### src/hdl/tpd_pkg.sv
// ----------------------------------------------------------------------------
// tpd_pkg
// Types and constants shared by the address pair dedup table.
// ----------------------------------------------------------------------------
package tpd_pkg;

    localparam logic [1:0] VERDICT_REJECT   = 2'd0;
    localparam logic [1:0] VERDICT_SUPPRESS = 2'd1;
    localparam logic [1:0] VERDICT_EMIT     = 2'd2;

    localparam logic [15:0] COOLDOWN_RESET = 16'd60;

    localparam logic [7:0] OCT_PRIV_A      = 8'd10;
    localparam logic [7:0] OCT_LOOPBACK    = 8'd127;
    localparam logic [7:0] OCT_PRIV_B      = 8'd172;
    localparam logic [7:0] OCT_PRIV_B_LO   = 8'd16;
    localparam logic [7:0] OCT_PRIV_B_HI   = 8'd31;
    localparam logic [7:0] OCT_PRIV_C      = 8'd192;
    localparam logic [7:0] OCT_PRIV_C_2ND  = 8'd168;
    localparam logic [7:0] OCT_MCAST_BASE  = 8'd224;
    localparam logic [7:0] OCT_ALL_ONES    = 8'd255;
    localparam logic [7:0] OCT_ZERO        = 8'd0;

    localparam int MAC_MCAST_BIT = 40;

    typedef struct packed {
        logic [31:0] address_ip;
        logic [47:0] station_mac;
        logic        source_kind;
        logic [31:0] time_seconds;
    } t_obs;

    typedef struct packed {
        logic [1:0]  verdict;
        logic [31:0] out_ip;
        logic [47:0] out_mac;
        logic        out_source;
        logic [31:0] out_time;
    } t_res;

    typedef struct packed {
        logic [31:0] ip;
        logic [47:0] mac;
        logic [31:0] seen_time;
    } t_entry;

endpackage

### src/hdl/tpd_addr_filter.sv
// ----------------------------------------------------------------------------
// tpd_addr_filter
// Passes unicast private IPv4 addresses with a non-multicast MAC.
// ----------------------------------------------------------------------------
module tpd_addr_filter (
    input  logic [31:0] i_ip,
    input  logic [47:0] i_mac,
    output logic        o_pass
);

    logic [7:0] w_o1;
    logic [7:0] w_o2;
    logic [7:0] w_o4;
    logic       w_bad;
    logic       w_priv;

    assign w_o1 = i_ip[31:24];
    assign w_o2 = i_ip[23:16];
    assign w_o4 = i_ip[7:0];

    assign w_bad = (i_ip == 32'd0) || (i_ip == 32'hFFFF_FFFF)
                || (w_o1 == tpd_pkg::OCT_LOOPBACK) || (w_o1 >= tpd_pkg::OCT_MCAST_BASE)
                || (w_o4 == tpd_pkg::OCT_ZERO) || (w_o4 == tpd_pkg::OCT_ALL_ONES)
                || i_mac[tpd_pkg::MAC_MCAST_BIT];

    assign w_priv = (w_o1 == tpd_pkg::OCT_PRIV_A)
                 || ((w_o1 == tpd_pkg::OCT_PRIV_B) && (w_o2 >= tpd_pkg::OCT_PRIV_B_LO)
                     && (w_o2 <= tpd_pkg::OCT_PRIV_B_HI))
                 || ((w_o1 == tpd_pkg::OCT_PRIV_C) && (w_o2 == tpd_pkg::OCT_PRIV_C_2ND));

    assign o_pass = !w_bad && w_priv;

endmodule

### config.mk
export PLATFORM = sky130hd
export DESIGN_NAME = tpd_addr_filter
export DESIGN_NICKNAME = d
export VERILOG_FILES = /design/src/hdl/tpd_pkg.sv /design/src/hdl/tpd_addr_filter.sv
export SDC_FILE = /design/constraint.sdc
export NUM_CORES = 1
export LEC_CHECK = 0
export BUFFER_PORTS_ARGS = -buffer_cell sky130_fd_sc_hd__buf_4
export CORE_AREA = 2 2 39 41
export DETAILED_ROUTE_END_ITERATION = 8
export DIE_AREA = 0 0 41 43
export GPL_ROUTABILITY_DRIVEN = 1
export PLACE_DENSITY = 0.76
export SYNTH_ARGS = -nofsm -noshare
export SYNTH_HDL_FRONTEND = slang
export SYNTH_SLANG_ARGS = --single-unit
### constraint.sdc
create_clock -name vclk -period 1.7
set_clock_uncertainty 0.05 [all_clocks]
set_input_delay 0.425 -clock vclk [all_inputs]
set_output_delay 0.425 -clock vclk [all_outputs]
set_load 0.01 [all_outputs]
==> summary.txt <==
Status -> finished with violations
Failing checks -> setup timing
HPWL after DPL -> 558 um
Seq_cells -> 0
Remaining antenna violation count -> 0
Cell Rows -> 14
Die Wd -> 41 um
Clkbuf count -> 0
Pin count of the biggest net entering global routing -> 5
WL/cell -> 10.3 um
Period utilisation layout -> 105%
Yosys warns -> 0
Power per cell area -> 175 mW/mm^2
DR vias -> 300
Remaining DRCs -> 0
Pleak -> 0.180 nW
Post-Synth XOR/XNOR Area -> 0%
Worst rel slew slack -> 83.6%
Syn_area_per_cell -> 6.75 sq um
Finished Cell Area -> 402 sq um
Total GRT Usage -> 7.49%
Final core utilization -> 29.0%
N_diodes -> 0
Sequential cell area -> 0 sq um
Fin. max-slew vios -> 0
Post-Synth Simple-Gate Area -> 85.5%
Worst Setup Start Kind -> primary input
Setup TNS -> -82.6 ps
# nets final -> 131
Crit end category -> output port
Worst setup margin -> -82.6 ps
RSZ-0062 raised after global routing -> true
Grt ovf -> 0
Mapped Cells -> 23
Die H -> 43 um
Final std cells w/o fill -> 65
Die ar. -> 0.00176 sq mm
Via/cell ratio -> 4.62
Setup Buffers After CTS -> 0
Synth-to-Final Area Change -> 159%
Cell variety after synth -> 16
Worst hold path type -> primary input to output port
Hold Violations, Final -> 0
Worst Tran Pin Value -> 243 ps
Fill cells -> 150
Placed cells -> 65
Max-cap viol count -> 0
TritonRoute pass-1 iters -> 1
Layout cell share with drive strength beyond 1 -> 67.3%
Final setup fails -> 1
Post-synthesis mux area share -> 0%
Arrival @ worst endpoint -> 1310 ps
WP data required -> 1220 ps
Area after DPL -> 370 sq um
Max Freq -> 561 MHz
Starting Density -> 11.2%
Seq/Total Area, Yosys -> 0%
Post-Synth Adder-Cell Area -> 0%
1st-iter DRT viols -> 0
I/O pin total -> 81
Cell Area, Synth -> 155 sq um
Main combinational cell family by area after synthesis -> simple AND/OR/NAND/NOR gates
Max IR drop VDD -> 0.0468 mV
Min Tclk post-route -> 1780 ps
Vias in the first global route -> 299
GPL Wtd Cong -> 0.610
First-pass GRT wire length -> 979 um
Compound-cell area share of the yosys netlist -> 14.5%
Maximum fanout along the worst path -> 1
Syn_nets -> 103
Detailed Route WL -> 672 um
Kind of critical path -> primary input to output port
Initial antenna violation count -> 0
# port buffers -> 26
WHS -> 1170 ps
Core Area -> 0.00138 sq mm
==> cell usage after synthesis (all sizes together) <==
cell type | instances | area (sq um)
nor3 | 1 | 5.00
a21oi | 1 | 5.00
nor4b | 1 | 8.76
and2 | 1 | 7.51
nor2 | 1 | 3.75
a31oi | 1 | 6.26
and2b | 1 | 8.76
and4bb | 1 | 12.5
and3 | 1 | 6.26
nand3 | 1 | 5.00
nand2 | 2 | 7.51
and3b | 1 | 8.76
o2111a | 1 | 11.3
nor4 | 3 | 18.8
nand4 | 4 | 25.0
nor3b | 2 | 15.0
==> timing repair <==
item / CTS / global route
gates cloned: 0 / 0
pin swaps: 1 / 0
resized for setup: 4 / 1
endpoints found under the hold margin: 0 / 0
hold buffers: 0 / 0
endpoints found under the setup margin: 1 / 1
==> metrics by stage <==
stage                     power [mW]  setup slack [ps]
after floorplan               0.0122               139
after CTS                     0.0694              -104
after detailed placement      0.0637              -144
after global routing          0.0769              -170
after global placement        0.0625              -121
final                         0.0703             -82.6
==> power breakdown <==
group,internal [mW],leakage (nW),switching (mW),total [mW]
logic,0.0470,0.180,0.0232,0.0703
registers,0,0,0,0
clock network,0,0,0,0
total,0.0470,0.180,0.0232,0.0703
==> cells in the final DEF (no fill, tap or decap), drive strengths merged <==
cell type / count
and4bb: 1
nor4: 3
nor3b: 2
o2111a: 1
nor3: 1
buf: 26
and3: 1
nor4b: 1
nand2: 2
nor2: 1
and2: 1
and2b: 1
a31oi: 1
nand4: 4
and3b: 1
a21oi: 1
nand3: 1
==> cell type report <==
class / count / area [sq um] / area share, %
multi-input combinational: 23 / 186 / 46.4
tap: 16 / 20.0 / 4.98
timing repair buffer: 26 / 195 / 48.6
==> metal layers <==
metal	routed length (um)	vias up	GRT usage, %	part of all wire [%]
li1	-	152	-	-
met1	201	128	6.33	30
met2	384	20	17.2	57
met3	86	0	0	13
met4	0	0	0	0
met5	0	-	0	0
==> path summary, 6_finish.rpt <==
check	slack, ps	endpoint	startpoint	cells past startpoint
worst max-delay path	-80	o_pass	i_ip[17]	6
worst min-delay path	1170	o_pass	i_mac[40]	4
==> worst max-delay path, stage by stage <==
cell and delay (ps):
buf_4 120, nor4_4 250, nand4_1 120, nand3_1 90
o2111a_1 190, buf_4 120
==> logic make-up (layout without fill, tap and decap cells) <==
logic type / Yosys count / count (layout)
and+or+nand+nor: 20 / 20
AOI/OAI and AO/OA: 3 / 3
buffers and inverters: 0 / 26
No activity file was read; power rests on OpenSTA's default activity.
